<file path="src/rtl/svr_pkg.sv">
// Shared types, constants and helper functions of the pan/tilt servo slew ramp.
// Used by every module of the block; depends on nothing else.
package svr_pkg;

   localparam int PosW      = 16;
   localparam int StepW     = 14;
   localparam int PulseW    = 12;
   localparam int ModeW     = 2;
   localparam int ReqDataW  = 64;
   localparam int RspDataW  = 64;
   localparam int CsrIndexW = 2;

   localparam int PosFracBitsDef    = 14;
   localparam int TicksPerSecondDef = 5;
   localparam int QueueDepthDef     = 2;

   localparam logic [PulseW-1:0] PulseZeroRst = 12'd150;
   localparam logic [PulseW-1:0] PulseFullRst = 12'd650;

   localparam logic [ModeW-1:0] ModeTick = 2'd0;
   localparam logic [ModeW-1:0] ModeMove = 2'd1;
   localparam logic [ModeW-1:0] ModeStop = 2'd2;

   localparam logic [CsrIndexW-1:0] CsrPulseZero = 2'd0;
   localparam logic [CsrIndexW-1:0] CsrPulseFull = 2'd1;

   typedef enum logic [1:0] {
      CMD_TICK,
      CMD_MOVE,
      CMD_STOP
   } cmd_kind_type;

   typedef struct packed {
      cmd_kind_type             kind;
      logic signed [PosW-1:0]   goal_x;
      logic signed [PosW-1:0]   goal_y;
      logic signed [StepW-1:0]  step_x;
      logic signed [StepW-1:0]  step_y;
   } cmd_type;

   typedef struct packed {
      logic [PulseW-1:0] zero;
      logic [PulseW-1:0] full;
   } pulse_cfg_type;

   // Largest position magnitude: one in fixed point, held inside the 16-bit range.
   function automatic logic signed [PosW:0] pos_limit(input int frac_bits);
      logic signed [PosW:0] lim;
      if (frac_bits >= PosW - 1) begin
         lim = (PosW+1)'((1 << (PosW - 1)) - 1);
      end else begin
         lim = (PosW+1)'(1 << frac_bits);
      end
      return lim;
   endfunction

   function automatic logic signed [PosW-1:0] sat_pos(input logic signed [PosW:0] v,
                                                      input logic signed [PosW:0] lim);
      logic signed [PosW:0] r;
      if (v > lim) begin
         r = lim;
      end else if (v < -lim) begin
         r = -lim;
      end else begin
         r = v;
      end
      return r[PosW-1:0];
   endfunction

endpackage

</file>
<file path="src/rtl/svr_front.sv">
// Front end of the servo ramp: takes request transfers, sorts them by mode and
// turns move speeds into per-tick steps. Depends on svr_pkg.
module svr_front #(
   parameter int POS_FRAC_BITS    = svr_pkg::PosFracBitsDef,
   parameter int TICKS_PER_SECOND = svr_pkg::TicksPerSecondDef
) (
   input  logic                           clock,
   input  logic                           reset,
   input  logic                           req_tvalid,
   output logic                           req_tready,
   input  logic [svr_pkg::ReqDataW-1:0]   req_tdata,
   input  logic [svr_pkg::ModeW-1:0]      req_tuser,
   output logic                           push_valid,
   output svr_pkg::cmd_type               push_cmd,
   input  logic                           push_ready
);

   localparam int PosW   = svr_pkg::PosW;
   localparam int StepW  = svr_pkg::StepW;
   localparam int MagW   = PosW;
   localparam int RecipW = 32;
   localparam int MulW   = MagW + RecipW;
   localparam int TpsW   = $clog2(TICKS_PER_SECOND + 1);
   localparam int RemW   = MagW + TpsW;
   localparam int QW     = MagW + 1;
   localparam int SW     = QW + 1;
   localparam longint unsigned RecipFull =
      ((64'd1 << RecipW) - 64'd1) / longint'(TICKS_PER_SECOND);
   localparam logic [RecipW-1:0] Recip = RecipW'(RecipFull);
   localparam logic [TpsW-1:0]   Tps   = TpsW'(TICKS_PER_SECOND);
   localparam int StepMaxInt = (1 << (StepW - 1)) - 1;
   localparam logic signed [SW-1:0] StepHi = SW'(StepMaxInt);
   localparam logic signed [SW-1:0] StepLo = SW'(-StepMaxInt - 1);
   localparam logic signed [PosW:0] PosLim = svr_pkg::pos_limit(POS_FRAC_BITS);

   typedef enum logic [3:0] {
      F_IDLE = 4'b0001,
      F_MUL  = 4'b0010,
      F_FIX  = 4'b0100,
      F_PUSH = 4'b1000
   } front_state_type;

   front_state_type   state_ff, state_in;
   svr_pkg::cmd_type  cmd_ff, cmd_in;
   logic [MagW-1:0]   mag_ff [2];
   logic [MagW-1:0]   mag_in [2];
   logic              neg_ff [2];
   logic              neg_in [2];
   logic [MagW-1:0]   q0_ff  [2];
   logic [MagW-1:0]   q0_in  [2];

   always_comb begin
      logic [MagW-1:0]          spd;
      logic [MulW-1:0]          mul;
      logic [RemW-1:0]          rem;
      logic [QW-1:0]            q;
      logic signed [SW-1:0]     sq;
      logic signed [StepW-1:0]  st [2];

      state_in   = state_ff;
      cmd_in     = cmd_ff;
      mag_in     = mag_ff;
      neg_in     = neg_ff;
      q0_in      = q0_ff;
      req_tready = 1'b0;
      push_valid = 1'b0;
      spd        = '0;
      mul        = '0;
      rem        = '0;
      q          = '0;
      sq         = '0;
      st[0]      = '0;
      st[1]      = '0;

      unique case (state_ff)
         F_IDLE: begin
            req_tready = 1'b1;
            if (req_tvalid) begin
               cmd_in.goal_x = svr_pkg::sat_pos($signed({req_tdata[15], req_tdata[15:0]}),
                                                PosLim);
               cmd_in.goal_y = svr_pkg::sat_pos($signed({req_tdata[31], req_tdata[31:16]}),
                                                PosLim);
               for (int i = 0; i < 2; i++) begin
                  spd       = req_tdata[32 + i*MagW +: MagW];
                  neg_in[i] = spd[MagW-1];
                  mag_in[i] = spd[MagW-1] ? (~spd + MagW'(1)) : spd;
               end
               unique case (req_tuser)
                  svr_pkg::ModeMove: begin
                     cmd_in.kind = svr_pkg::CMD_MOVE;
                     state_in    = F_MUL;
                  end
                  svr_pkg::ModeTick: begin
                     cmd_in.kind = svr_pkg::CMD_TICK;
                     state_in    = F_PUSH;
                  end
                  svr_pkg::ModeStop: begin
                     cmd_in.kind = svr_pkg::CMD_STOP;
                     state_in    = F_PUSH;
                  end
                  default: begin
                     state_in = F_IDLE;
                  end
               endcase
            end
         end
         F_MUL: begin
            for (int i = 0; i < 2; i++) begin
               mul      = MulW'(mag_ff[i]) * MulW'(Recip);
               q0_in[i] = mul[MulW-1 -: MagW];
            end
            state_in = F_FIX;
         end
         F_FIX: begin
            for (int i = 0; i < 2; i++) begin
               rem = RemW'(mag_ff[i]) - RemW'(q0_ff[i]) * RemW'(Tps);
               q   = QW'(q0_ff[i]) + QW'(rem >= RemW'(Tps));
               sq  = neg_ff[i] ? -$signed({1'b0, q}) : $signed({1'b0, q});
               if (sq > StepHi) begin
                  st[i] = StepW'(StepHi);
               end else if (sq < StepLo) begin
                  st[i] = StepW'(StepLo);
               end else begin
                  st[i] = sq[StepW-1:0];
               end
            end
            cmd_in.step_x = st[0];
            cmd_in.step_y = st[1];
            state_in      = F_PUSH;
         end
         F_PUSH: begin
            push_valid = 1'b1;
            if (push_ready) begin
               state_in = F_IDLE;
            end
         end
         default: begin
            state_in = F_IDLE;
         end
      endcase
   end

   assign push_cmd = cmd_ff;

   always_ff @(posedge clock) begin
      if (reset) begin
         state_ff <= F_IDLE;
      end else begin
         state_ff <= state_in;
      end
   end

   always_ff @(posedge clock) begin
      cmd_ff <= cmd_in;
      mag_ff <= mag_in;
      neg_ff <= neg_in;
      q0_ff  <= q0_in;
   end

endmodule

</file>
<file path="src/rtl/svr_queue.sv">
// Short command queue between the front end and the motion back end of the
// servo ramp, built from registers. Depends on svr_pkg.
module svr_queue #(
   parameter int DEPTH = svr_pkg::QueueDepthDef
) (
   input  logic              clock,
   input  logic              reset,
   input  logic              push_valid,
   input  svr_pkg::cmd_type  push_cmd,
   output logic              push_ready,
   output logic              pop_valid,
   output svr_pkg::cmd_type  pop_cmd,
   input  logic              pop_ready
);

   localparam int PtrW = $clog2(DEPTH);
   localparam int CntW = $clog2(DEPTH + 1);

   svr_pkg::cmd_type  mem_ff [DEPTH];
   logic [PtrW-1:0]   wr_ff, wr_in;
   logic [PtrW-1:0]   rd_ff, rd_in;
   logic [CntW-1:0]   cnt_ff, cnt_in;
   logic              do_push;
   logic              do_pop;

   assign push_ready = (cnt_ff != CntW'(DEPTH));
   assign pop_valid  = (cnt_ff != '0);
   assign pop_cmd    = mem_ff[rd_ff];
   assign do_push    = push_valid && push_ready;
   assign do_pop     = pop_valid && pop_ready;

   always_comb begin
      wr_in  = wr_ff;
      rd_in  = rd_ff;
      cnt_in = cnt_ff;
      if (do_push) begin
         wr_in = (wr_ff == PtrW'(DEPTH - 1)) ? '0 : wr_ff + PtrW'(1);
      end
      if (do_pop) begin
         rd_in = (rd_ff == PtrW'(DEPTH - 1)) ? '0 : rd_ff + PtrW'(1);
      end
      if (do_push && !do_pop) begin
         cnt_in = cnt_ff + CntW'(1);
      end else if (do_pop && !do_push) begin
         cnt_in = cnt_ff - CntW'(1);
      end
   end

   always_ff @(posedge clock) begin
      if (reset) begin
         wr_ff  <= '0;
         rd_ff  <= '0;
         cnt_ff <= '0;
      end else begin
         wr_ff  <= wr_in;
         rd_ff  <= rd_in;
         cnt_ff <= cnt_in;
      end
   end

   always_ff @(posedge clock) begin
      if (do_push) begin
         mem_ff[wr_ff] <= push_cmd;
      end
   end

endmodule

</file>
<file path="src/rtl/svr_back.sv">
// Motion back end of the servo ramp: holds axis state, steps the axes on ticks
// and works out the servo pulse counts into the result register. Depends on svr_pkg.
module svr_back #(
   parameter int POS_FRAC_BITS = svr_pkg::PosFracBitsDef
) (
   input  logic                          clock,
   input  logic                          reset,
   input  svr_pkg::pulse_cfg_type        cfg,
   input  logic                          pop_valid,
   input  svr_pkg::cmd_type              pop_cmd,
   output logic                          pop_ready,
   output logic                          rsp_tvalid,
   input  logic                          rsp_tready,
   output logic [svr_pkg::RspDataW-1:0]  rsp_tdata
);

   localparam int PosW     = svr_pkg::PosW;
   localparam int StepW    = svr_pkg::StepW;
   localparam int PulseW   = svr_pkg::PulseW;
   localparam int NumW     = 32;
   localparam int AngW     = 9;
   localparam int DiffW    = PulseW + 1;
   localparam int ProdW    = DiffW + AngW;
   localparam int MagW     = ProdW - 1;
   localparam int RecipW   = 32;
   localparam int MulW     = MagW + RecipW;
   localparam int QW       = 13;
   localparam int ResW     = PulseW + 2;
   localparam int PadW     = svr_pkg::RspDataW - (2*PosW + 2*PulseW + 2);
   localparam int DivInt   = 180;
   localparam logic [MagW-1:0] Div = MagW'(DivInt);
   localparam longint unsigned RecipFull = ((64'd1 << RecipW) - 64'd1) / longint'(DivInt);
   localparam logic [RecipW-1:0] Recip = RecipW'(RecipFull);
   localparam logic signed [NumW-1:0] NinetyScaled = NumW'(90 * (1 << POS_FRAC_BITS));
   localparam logic signed [NumW-1:0] K45 = NumW'(45);
   localparam int PulseMaxInt = (1 << PulseW) - 1;
   localparam logic signed [ResW-1:0] PulseMax = ResW'(PulseMaxInt);
   localparam logic signed [PosW:0] PosLim = svr_pkg::pos_limit(POS_FRAC_BITS);

   typedef enum logic [4:0] {
      B_IDLE  = 5'b00001,
      B_ANGLE = 5'b00010,
      B_PROD  = 5'b00100,
      B_RECIP = 5'b01000,
      B_FIX   = 5'b10000
   } back_state_type;

   back_state_type                 state_ff, state_in;
   logic signed [PosW-1:0]         pos_ff  [2];
   logic signed [PosW-1:0]         pos_in  [2];
   logic signed [PosW-1:0]         goal_ff [2];
   logic signed [PosW-1:0]         goal_in [2];
   logic signed [StepW-1:0]        step_ff [2];
   logic signed [StepW-1:0]        step_in [2];
   logic [1:0]                     act_ff, act_in;
   logic signed [AngW-1:0]         ang_ff  [2];
   logic signed [AngW-1:0]         ang_in  [2];
   logic                           pneg_ff [2];
   logic                           pneg_in [2];
   logic [MagW-1:0]                pmag_ff [2];
   logic [MagW-1:0]                pmag_in [2];
   logic [QW-1:0]                  q0_ff   [2];
   logic [QW-1:0]                  q0_in   [2];
   logic                           rsp_valid_ff, rsp_valid_in;
   logic [svr_pkg::RspDataW-1:0]   rsp_data_ff, rsp_data_in;
   logic [PulseW-1:0]              pulse   [2];

   // Final correction of the reciprocal quotient, offset and saturation.
   always_comb begin
      logic [MagW-1:0]         rem;
      logic [QW-1:0]           q;
      logic signed [ResW-1:0]  sq;
      logic signed [ResW-1:0]  res;

      for (int i = 0; i < 2; i++) begin
         rem = pmag_ff[i] - MagW'(q0_ff[i]) * Div;
         q   = q0_ff[i] + QW'(rem >= Div);
         sq  = pneg_ff[i] ? -$signed({1'b0, q}) : $signed({1'b0, q});
         res = sq + $signed({2'b00, cfg.zero});
         if (res < 0) begin
            pulse[i] = '0;
         end else if (res > PulseMax) begin
            pulse[i] = PulseW'(PulseMax);
         end else begin
            pulse[i] = res[PulseW-1:0];
         end
      end
   end

   always_comb begin
      logic signed [PosW:0]    sum;
      logic signed [PosW-1:0]  p;
      logic signed [NumW-1:0]  num;
      logic signed [NumW-1:0]  shifted;
      logic signed [DiffW-1:0] diff;
      logic signed [ProdW-1:0] pr;
      logic [MulW-1:0]         mul;

      state_in     = state_ff;
      pos_in       = pos_ff;
      goal_in      = goal_ff;
      step_in      = step_ff;
      act_in       = act_ff;
      ang_in       = ang_ff;
      pneg_in      = pneg_ff;
      pmag_in      = pmag_ff;
      q0_in        = q0_ff;
      rsp_valid_in = rsp_valid_ff && !rsp_tready;
      rsp_data_in  = rsp_data_ff;
      pop_ready    = 1'b0;
      sum          = '0;
      p            = '0;
      num          = '0;
      shifted      = '0;
      mul          = '0;
      diff         = $signed({1'b0, cfg.full}) - $signed({1'b0, cfg.zero});
      pr           = '0;

      unique case (state_ff)
         B_IDLE: begin
            pop_ready = 1'b1;
            if (pop_valid) begin
               case (pop_cmd.kind)
                  svr_pkg::CMD_MOVE: begin
                     goal_in[0] = pop_cmd.goal_x;
                     goal_in[1] = pop_cmd.goal_y;
                     step_in[0] = pop_cmd.step_x;
                     step_in[1] = pop_cmd.step_y;
                     act_in     = 2'b11;
                  end
                  svr_pkg::CMD_STOP: begin
                     act_in = 2'b00;
                  end
                  svr_pkg::CMD_TICK: begin
                     if (|act_ff) begin
                        for (int i = 0; i < 2; i++) begin
                           if (act_ff[i] && (step_ff[i] != '0)) begin
                              sum = {pos_ff[i][PosW-1], pos_ff[i]} + (PosW+1)'(step_ff[i]);
                              p   = svr_pkg::sat_pos(sum, PosLim);
                              if (((step_ff[i] > 0) && (p > goal_ff[i])) ||
                                  ((step_ff[i] < 0) && (p < goal_ff[i]))) begin
                                 p         = goal_ff[i];
                                 act_in[i] = 1'b0;
                              end
                              pos_in[i] = p;
                           end
                        end
                        state_in = B_ANGLE;
                     end
                  end
                  default: begin
                  end
               endcase
            end
         end
         B_ANGLE: begin
            for (int i = 0; i < 2; i++) begin
               num       = NinetyScaled - NumW'(pos_ff[i]) * K45;
               shifted   = num >>> POS_FRAC_BITS;
               ang_in[i] = shifted[AngW-1:0];
            end
            state_in = B_PROD;
         end
         B_PROD: begin
            for (int i = 0; i < 2; i++) begin
               pr         = ProdW'(diff) * ProdW'(ang_ff[i]);
               pneg_in[i] = pr[ProdW-1];
               pmag_in[i] = pr[ProdW-1] ? MagW'(-pr) : MagW'(pr);
            end
            state_in = B_RECIP;
         end
         B_RECIP: begin
            for (int i = 0; i < 2; i++) begin
               mul      = MulW'(pmag_ff[i]) * MulW'(Recip);
               q0_in[i] = mul[RecipW +: QW];
            end
            state_in = B_FIX;
         end
         B_FIX: begin
            if (!rsp_valid_ff || rsp_tready) begin
               rsp_valid_in = 1'b1;
               rsp_data_in  = {PadW'(0), act_ff[1], act_ff[0], pulse[1], pulse[0],
                               pos_ff[1], pos_ff[0]};
               state_in     = B_IDLE;
            end
         end
         default: begin
            state_in = B_IDLE;
         end
      endcase
   end

   assign rsp_tvalid = rsp_valid_ff;
   assign rsp_tdata  = rsp_data_ff;

   always_ff @(posedge clock) begin
      if (reset) begin
         state_ff     <= B_IDLE;
         pos_ff       <= '{default: '0};
         goal_ff      <= '{default: '0};
         step_ff      <= '{default: '0};
         act_ff       <= '0;
         rsp_valid_ff <= 1'b0;
      end else begin
         state_ff     <= state_in;
         pos_ff       <= pos_in;
         goal_ff      <= goal_in;
         step_ff      <= step_in;
         act_ff       <= act_in;
         rsp_valid_ff <= rsp_valid_in;
      end
   end

   always_ff @(posedge clock) begin
      ang_ff      <= ang_in;
      pneg_ff     <= pneg_in;
      pmag_ff     <= pmag_in;
      q0_ff       <= q0_in;
      rsp_data_ff <= rsp_data_in;
   end

endmodule

</file>
<file path="src/rtl/two_axis_servo_slew_ramp.sv">
// Top level of the two-axis pan/tilt servo slew ramp: configuration registers,
// front end, command queue and motion back end. Depends on svr_pkg, svr_front,
// svr_queue and svr_back.
//
// Usage. Requests arrive on the req_ stream; req_tuser carries the mode (tick,
// move, stop; the unused code is dropped). A move stores targets and per-tick
// steps, a stop halts both axes, and a tick while an axis moves produces one
// rsp_ transfer with both positions, both pulse counts and both moving flags.
// Idle ticks, moves and stops produce no result. The csr_ channel writes the
// zero-degree and full-degree pulse counts; it is always ready.
// Flow: the front end passes a tick or stop through its idle and push states and
// a move through idle, reciprocal multiply, correction and push, and takes no new
// request until the command is pushed. The back end handles a move, stop or idle
// tick in its idle state; a moving tick runs through its step, angle, product,
// reciprocal and correction registers in series. A two-entry queue separates
// the two halves, and the result register holds one finished result, so new
// requests are still taken while rsp_tready is low until the queue fills.
// Reset returns both axes to center, stops them and reloads the pulse counts.
module two_axis_servo_slew_ramp #(
   parameter int POS_FRAC_BITS    = svr_pkg::PosFracBitsDef,
   parameter int TICKS_PER_SECOND = svr_pkg::TicksPerSecondDef,
   parameter int QUEUE_DEPTH      = svr_pkg::QueueDepthDef
) (
   input  logic                            clock,
   input  logic                            reset,
   input  logic                            req_tvalid,
   output logic                            req_tready,
   // target_x, target_y, speed_x, speed_y
   input  logic [svr_pkg::ReqDataW-1:0]    req_tdata,
   // mode
   input  logic [svr_pkg::ModeW-1:0]       req_tuser,
   output logic                            rsp_tvalid,
   input  logic                            rsp_tready,
   // pos_x, pos_y, pulse_x, pulse_y, still_moving_x, still_moving_y, zero fill
   output logic [svr_pkg::RspDataW-1:0]    rsp_tdata,
   input  logic                            csr_valid,
   output logic                            csr_ready,
   input  logic [svr_pkg::CsrIndexW-1:0]   csr_index,
   input  logic [svr_pkg::PulseW-1:0]      csr_data
);

   svr_pkg::pulse_cfg_type  cfg_ff, cfg_in;
   logic                    push_valid;
   logic                    push_ready;
   svr_pkg::cmd_type        push_cmd;
   logic                    pop_valid;
   logic                    pop_ready;
   svr_pkg::cmd_type        pop_cmd;

   assign csr_ready = 1'b1;

   always_comb begin
      cfg_in = cfg_ff;
      if (csr_valid) begin
         unique case (csr_index)
            svr_pkg::CsrPulseZero: cfg_in.zero = csr_data;
            svr_pkg::CsrPulseFull: cfg_in.full = csr_data;
            default: begin
            end
         endcase
      end
   end

   always_ff @(posedge clock) begin
      if (reset) begin
         cfg_ff.zero <= svr_pkg::PulseZeroRst;
         cfg_ff.full <= svr_pkg::PulseFullRst;
      end else begin
         cfg_ff <= cfg_in;
      end
   end

   svr_front #(
      .POS_FRAC_BITS    (POS_FRAC_BITS),
      .TICKS_PER_SECOND (TICKS_PER_SECOND)
   ) u_front (
      .clock      (clock),
      .reset      (reset),
      .req_tvalid (req_tvalid),
      .req_tready (req_tready),
      .req_tdata  (req_tdata),
      .req_tuser  (req_tuser),
      .push_valid (push_valid),
      .push_cmd   (push_cmd),
      .push_ready (push_ready)
   );

   svr_queue #(
      .DEPTH (QUEUE_DEPTH)
   ) u_queue (
      .clock      (clock),
      .reset      (reset),
      .push_valid (push_valid),
      .push_cmd   (push_cmd),
      .push_ready (push_ready),
      .pop_valid  (pop_valid),
      .pop_cmd    (pop_cmd),
      .pop_ready  (pop_ready)
   );

   svr_back #(
      .POS_FRAC_BITS (POS_FRAC_BITS)
   ) u_back (
      .clock      (clock),
      .reset      (reset),
      .cfg        (cfg_ff),
      .pop_valid  (pop_valid),
      .pop_cmd    (pop_cmd),
      .pop_ready  (pop_ready),
      .rsp_tvalid (rsp_tvalid),
      .rsp_tready (rsp_tready),
      .rsp_tdata  (rsp_tdata)
   );

endmodule

</file>
<file path="config.mk">
export PLATFORM = sky130hd
export DESIGN_NAME = two_axis_servo_slew_ramp
export DESIGN_NICKNAME = d
export VERILOG_FILES = /design/src/rtl/svr_pkg.sv /design/src/rtl/svr_front.sv /design/src/rtl/svr_queue.sv /design/src/rtl/svr_back.sv /design/src/rtl/two_axis_servo_slew_ramp.sv
export SDC_FILE = /design/constraint.sdc
export NUM_CORES = 2
export LEC_CHECK = 0
export BUFFER_PORTS_ARGS = -buffer_cell sky130_fd_sc_hd__clkbuf_2
export CORE_MARGIN = 2
export CORE_UTILIZATION = 65
export DETAILED_ROUTE_END_ITERATION = 16
export GPL_ROUTABILITY_DRIVEN = 0
export GPL_TIMING_DRIVEN = 0
export PLACE_DENSITY = 0.82
export SLEW_MARGIN = 0
export SYNTH_ARGS = -nofsm -noshare
export SYNTH_HDL_FRONTEND = slang
export SYNTH_SLANG_ARGS = --single-unit
</file>
<file path="constraint.sdc">
create_clock -name clock -period 11.9 [get_ports clock]
set_input_delay 2.975 -clock clock [delete_from_list [all_inputs] [get_ports clock]]
set_output_delay 2.975 -clock clock [all_outputs]
set_load 0.01 [all_outputs]
</file>
# [After elaboration in Yosys (flattened, before gate mapping)]
# Memories as Yosys holds them, arrays and structs flattened. A register that Yosys moved wholly into a read port is not among the register bits.
# Cells that the tools add are included.
[word_totals] ff_bits=402 mem_bits_rw=124 out_inout_bits=67 n_memories=1
[memory_table] name="u_queue.mem_ff" depth=2 width=62 rd=1 rd_clocked_by_memory_dff=1 write_ports=1 line="svr_queue.sv:19" source="svr_pkg::cmd_type mem_ff [DEPTH];"
[classes] addsub=27 mul=12 n_lt_le_gt_ge=28 eq_ne=26 mux=59 bitwise=2 n_reduce_logical=43
[op_table] cell="16-bit two-way mux" n=18
[op_table] cell="16-bit by 30-bit multiplier with 46-bit output, second input constant" n=2
[op_table] cell="21-bit by 25-bit multiplier with 45-bit output, second input constant" n=2
[op_table] cell="14-bit by 1-bit < comparator with 1-bit output, second input constant" n=4
[op_table] cell="14-bit two-way mux" n=4
[op_table] cell="16-bit by 7-bit multiplier with 23-bit output, second input constant" n=2
[op_table] cell="22-bit by 23-bit subtractor with 23-bit output, first input constant" n=2
[op_table] cell="13-bit by 9-bit multiplier with 22-bit output" n=2
[op_table] cell="21-bit by 8-bit >= comparator with 1-bit output, second input constant" n=2
[op_table] cell="21-bit two-way mux" n=2
[op_table] cell="21-bit negation" n=2
[op_table] cell="21-bit subtractor" n=2
[op_table] cell="19-bit by 3-bit >= comparator with 1-bit output, second input constant" n=2
[op_table] cell="13-bit by 6-bit multiplier with 19-bit output, second input constant" n=2
[op_table] cell="16-bit by 19-bit subtractor with 19-bit output" n=2
[op_table] cell="18-bit by 14-bit greater-than comparator with 1-bit output, second input constant" n=2
[op_table] cell="18-bit by 14-bit < comparator with 1-bit output, second input constant" n=2
[op_table] cell="18-bit two-way mux" n=2
[op_table] cell="17-bit negation with 18-bit output" n=2
[op_table] cell="16-bit by 14-bit adder with 17-bit output" n=2
[op_table] cell="17-bit by 16-bit greater-than comparator with 1-bit output, second input constant" n=2
[op_table] cell="17-bit by 15-bit < comparator with 1-bit output, second input constant" n=2
[op_table] cell="14-bit by 3-bit multiplier with 17-bit output, second input constant" n=2
[op_table] cell="16-bit by 1-bit adder with 16-bit output, second input constant" n=2
[op_table] cell="other kinds (51)" n=129

# [Logic depth before layout (Yosys ltp)]
[depth] depth_word=16 mapped_depth=44 ltp_nobuf=43

# [Modules after synthesis]
# From an unflattened synthesis, not the netlist that was laid out.
[unflattened] cells_unflattened=6679 hier_area_um2=66043.3
[modules_own_cells] mod="svr_back" instances=1 cells_per_inst=4726 area_each_um2=43950.9 seq_area_each_um2=6386.1
[modules_own_cells] mod="svr_front" instances=1 cells_per_inst=1635 area_each_um2=16395.7 seq_area_each_um2=3803.6
[modules_own_cells] mod="svr_queue" instances=1 cells_per_inst=217 area_each_um2=4687.0 seq_area_each_um2=3823.7
[modules_own_cells] mod="two_axis_servo_slew_ramp" instances=1 cells_per_inst=101 area_each_um2=1009.7 seq_area_each_um2=480.5

# [Least setup slack after synthesis]
# No wires, ideal clock.
[synth_timing] kind="register to register" start="reg u_back.q0_ff[2] (netlist bit)" end="reg u_back.rsp_data_ff, in the netlist u_back.rsp_tdata[47], data pin" setup_time_ns=0.130 arrival_time_ns=8.744 required_ns=11.770 slack_ns=3.026 stages_incl_launch_ff=43 path_buffers=3 period_less_slack_ns=8.874 path_cell_list="edfxtp_1 > ha_1 > ha_1 > inv_1 > fa_1 > inv_1 > ha_1 > fa_1 > a21o_1 > a21oi_1 > nor2b_1 > o21ai_0 > nor2b_1 > xor2_1 > ha_1 > a21o_1 > a21oi_1 > nor2b_1 > [7 not listed] > ha_1 > ha_1 > clkbuf_1 > and3_1 > clkbuf_1 > nand3_1 > xnor2_1 > o41ai_1 > xnor2_1 > ha_1 > and2_1 > o21ai_0 > o21ai_0 > o41ai_1 > xnor2_1 > o21a_1 > clkbuf_1 > o21a_1"
[synth_via] elab_chain_cells=9 word_cells_on_any_way=10 cone_classes="add/sub: 4; mul: 1; order compare: 3; mux: 2"
[synth_lines] item="start, declared" line="svr_back.sv:62" source="logic [QW-1:0] q0_ff [2];"
[synth_lines] item="start signal, assigned" line="svr_back.sv:218" source="q0_ff <= q0_in;"
[synth_lines] item="13-bit by 6-bit multiplier with 19-bit output" line="svr_back.sv:76" source="rem = pmag_ff[i] - MagW'(q0_ff[i]) * Div;"
[synth_lines] item="21-bit subtractor" line="svr_back.sv:76"
[synth_lines] item="21-bit by 8-bit >= comparator with 1-bit output" line="svr_back.sv:77" source="q = q0_ff[i] + QW'(rem >= Div);"
[synth_lines] item="13-bit by 1-bit adder with 13-bit output (*)" line="svr_back.sv:77"
[synth_lines] item="13-bit negation with 14-bit output" line="svr_back.sv:78" source="sq = pneg_ff[i] ? -$signed({1'b0, q}) : $signed({1'b0, q});"
[synth_lines] item="14-bit two-way mux (*)" line="svr_back.sv:78"
[synth_lines] item="14-bit by 13-bit adder with 14-bit output (*)" line="svr_back.sv:79" source="res = sq + $signed({2'b00, cfg.zero});"
[synth_lines] item="14-bit by 13-bit greater-than comparator with 1-bit output" line="svr_back.sv:82" source="end else if (res > PulseMax) begin"
[synth_lines] item="12-bit two-way mux" line="svr_back.sv:82"
[synth_lines] item="end signal, assigned" line="svr_back.sv:219" source="rsp_data_ff <= rsp_data_in;"
[synth_lines] item="end, declared" line="svr_back.sv:65" source="logic [svr_pkg::RspDataW-1:0] rsp_data_ff, rsp_data_in;"
# Mark *: on every way between the ends. The rest lies on a longest branch, timed or not.
# A chain may end at the register's enable or synchronous reset.

# [Final worst setup path]
[layout_timing] start="reg u_back.q0_ff[17] (netlist bit)" end="reg u_back.rsp_data_ff, in the netlist u_back.rsp_tdata[43], data pin"
# Same word-level chain as after synthesis.

==> flow_metrics.env <==
export IMPL_outcome="finished, final reports clean"
export IMPL_avgViaCountPerCell=5.89
export IMPL_antenna_found_initial=5
export IMPL_area_growth_pct=7.28
export IMPL_slew_viol_final=0
export IMPL_power_mw=17.1
export IMPL_wl_um=150000
export IMPL_cp_depth=39
export IMPL_crit_arrival_ns=11.33
export IMPL_clk_pin_slew_ns=0.06
export IMPL_die_width_um=319
export IMPL_port_buffers=144
export IMPL_p_per_area_nw_per_um2=247
export IMPL_synth_async_reset_ratio=0
export IMPL_io_pins=152
export IMPL_drt_pass1_iterations=5
export IMPL_crit_buf_inv=4
export IMPL_cts_tree="built"
export IMPL_clock_sinks=527
export IMPL_synth_area_um2=64400
export IMPL_gr_total_overflow=0
export IMPL_ys_seq_area_frac=0.225
export IMPL_clock_latency_ns=0.73
export IMPL_ys_flop_type="edfxtp_1"
export IMPL_rsz0062_at_grt="false"
export IMPL_route_detailed_drc=0
export IMPL_cp_slowest_stage_delay_ns=0.61
export IMPL_r2r_start="u_back.q0_ff[17]"
export IMPL_hold_buffers=0
export IMPL_path_common_cell="ha_1"
export IMPL_tightest_slew_ns=1.13
export IMPL_ir_drop_v=0.000806
export IMPL_hold_class="flip-flop to flip-flop"
export IMPL_antenna_cells=0
export IMPL_finalCritPeriodShare=0.914
export IMPL_hold_violations=0
export IMPL_drive_above_1_share=0.0501
export IMPL_slowest_stage="o41ai_1"
export IMPL_cts_root_buf="clkbuf_16"
export IMPL_cts_setup_buffers=0
export IMPL_crit_required_ns=12.36
export IMPL_r2r_end="u_back.rsp_tdata[43]"
export IMPL_cap_viol_max_count=0
export IMPL_finalSetupViolCount=0
export IMPL_avgSynthCellArea_um2=9.98
export IMPL_drt_antenna_violating_nets=0
export IMPL_yosys_warnings=0
export IMPL_vias=47200
export IMPL_synthDistinctLibCells=90
export IMPL_ys_ff_latch=527
export IMPL_max_freq_mhz=92.0
export IMPL_h_tree_depth=2
export IMPL_grt_max_degree=68
export IMPL_grt_first_pass_wirelength_um=246000
export IMPL_cp_startpoint="u_back.q0_ff[17]"
export IMPL_finalCriticalPeriod_ns=10.87
export IMPL_p_leak_nw=32.8
export IMPL_crit_end="u_back.rsp_tdata[43]"
export IMPL_grt_pass1_vias=49500
export IMPL_row_count=115
export IMPL_die_area_um2=102000
export IMPL_cp_top_family="compound AO/OA/AOI/OAI gates"
export IMPL_dpl_hpwl_um=124000
export IMPL_slew_headroom=0.249
export IMPL_core_area_um2=98300
export IMPL_fin_setup_tns_ns=0
export IMPL_path_max_fanout=10
export IMPL_timing_hold_ws_ns=0.377
export IMPL_nets=8523
export IMPL_start_util=0.655
export IMPL_setup_ws_ns=1.03
export IMPL_finClkSkew_ns=0.0868
export IMPL_path_class="flip-flop to flip-flop"
export IMPL_cp_start_kind="flip-flop"
export IMPL_crit_path_end_kind="flip-flop"
export IMPL_synth_edf_count=394
export IMPL_place_area_um2=67000
export IMPL_pre_cts_ws_ns=1.26
export IMPL_synthCells=6452
export IMPL_clockBufferDepth=3
export IMPL_grt_usage=0.302
export IMPL_first_iter_violations=3182
export IMPL_stdcell_area_um2=69000
export IMPL_r2r_cells=39
export IMPL_routedWlPerCell_um=18.7
export IMPL_die_y_um=319
export IMPL_cts_buffers=60
export IMPL_rrSetupSlack_ns=1.03
export IMPL_cts_resized_gates=0
-- logic make-up (layout without fill, tap and decap cells) --
group / after synthesis / in the layout / synth area share
muxes: 86 / 86 / 0.0135
adders and majority gates: 1756 / 1756 / 0.421
and+or+nand+nor: 1377 / 1377 / 0.105
AOI/OAI and AO/OA: 1019 / 1019 / 0.105
xor gates and xnor gates: 404 / 404 / 0.0552
buffers and inverters: 1281 / 1557 / 0.0753
DFF: 527 / 527 / 0.225
other: 2 / 7 / 0.000117
-- cells in the final DEF (no fill, tap or decap), types with 12 or more instances in the layout --
master / instances
o21a_1: 71
nand2b_1: 75
xor2_1: 143
a21oi_1: 237
clkbuf_1: 113
a2111oi_0: 12
nor4_1: 25
mux2i_1: 81
a221oi_1: 13
o211ai_1: 22
nor2_1: 320
nand2_1: 385
dfxtp_1: 133
inv_1: 1161
a211oi_1: 99
nand3_1: 98
clkbuf_16: 61
o41ai_1: 18
or2_2: 24
a21boi_0: 23
buf_6: 12
o31ai_1: 29
a21o_1: 87
and2_1: 108
nor3_1: 101
nor2b_1: 82
a211o_1: 21
or3_1: 28
nand3b_1: 20
xnor2_1: 260
ha_1: 1071
fa_1: 685
o21bai_1: 31
edfxtp_1: 394
nand4_1: 31
a31oi_1: 22
o21ai_0: 212
clkbuf_2: 144
and3_1: 33
-- cells in the mapped netlist, types with 11 or more instances --
cell	n	area (µm²)
a31oi_1	22	138
dfxtp_1	133	2660
xnor2_1	260	2280
nand4_1	31	194
o21bai_1	31	233
a31o_2	11	96.3
o211ai_1	22	165
nor4_1	25	156
a21boi_0	23	173
mux2i_1	81	811
nor3_1	103	515
a211oi_1	99	743
a21o_1	87	653
a211o_1	21	184
a221oi_1	13	114
and2_1	110	688
nor2_1	320	1200
o31ai_1	29	218
o21ai_0	212	1060
fa_1	685	13700
or3_1	28	175
o211a_1	11	110
edfxtp_1	394	11800
o41ai_1	19	166
clkbuf_1	107	402
xor2_1	143	1250
inv_1	1162	4360
nand2b_1	75	469
nand2_1	385	1450
nor2b_1	83	519
nand3b_1	20	150
a21oi_1	237	1190
a2111oi_0	12	105
or2_2	24	150
ha_1	1071	13400
o21a_1	71	533
nand3_1	98	490
and3_1	33	206
-- through the flow --
step | instances | util
final | 8020 | 0.703
after global placement | 7888 | 0.679
after global routing | 8020 | 0.703
after CTS | 8020 | 0.703
after detailed placement | 7907 | 0.682
after floorplan | 6457 | -
-- power breakdown --
group,leakage [nW],switching (mW),internal [mW],total [mW]
sequential,4.67,0.120,2.71,2.83
combinational,27.1,7.07,5.28,12.4
clock,0.973,0.852,1.04,1.89
total,32.8,8.04,9.04,17.1
-- area by class of cell --
| type | instances | area [µm²] |
|---|---|---|
| multi-input combinational | 4649 | 45100 |
| timing repair buffer | 163 | 977 |
| tap | 1287 | 1610 |
| inverter | 1162 | 4360 |
| clock buffer | 73 | 1630 |
| sequential | 527 | 14500 |
| clock inverter | 40 | 405 |
| fill | 7064 | 29200 |
| buffer | 119 | 483 |
-- how the worst min path moves through the flow --
stage / end / cells past startpoint / start
final: u_queue.mem_ff[0][59] / 0 / u_front.push_cmd[59]
after global routing: u_queue.mem_ff[0][59] / 0 / u_front.push_cmd[59]
after CTS: u_queue.mem_ff[0][59] / 0 / u_front.push_cmd[59]
after detailed placement: u_queue.mem_ff[0][47] / 0 / u_front.push_cmd[47]
after global placement: u_queue.mem_ff[0][16] / 0 / u_front.push_cmd[16]
after floorplan: u_queue.mem_ff[0][0] / 0 / u_front.push_cmd[0]
-- state kept, by name, indices dropped and copies added (netlist names), 4 cells and up, named ones only --
register / cells
u_back.q0_ff: 26
u_back.goal_ff: 32
u_front.q0_ff: 28
u_back.pos_ff: 32
u_front.state_ff: 4
u_back.step_ff: 28
u_back.ang_ff: 18
u_back.state_ff: 5
u_front.push_cmd: 62
u_front.mag_ff: 32
cfg_ff: 24
u_back.rsp_tdata: 58
u_queue.mem_ff: 124
u_back.pmag_ff: 42
-- per-layer routing --
layer  vias up  GRT usage  routed length (µm)
met2      1566      0.516               72900
li1      22300          -                   -
met4         8      0.137                7380
met3       419     0.0515               10400
met5         -          0                  53
met1     22900      0.374               59200
-- worst reg2reg max path: cells and delay by family (launching register included) --
kind	cells	cell delay [ns]
AO/OA/AOI/OAI	19	4.90
buffers and inverters	4	0.52
flip-flops	1	0.52
XOR/XNOR	2	0.48
adder cells (fa/ha/maj)	9	3.17
AND/OR/NAND/NOR	5	1.03
No activity file was read; power rests on OpenSTA's default activity.
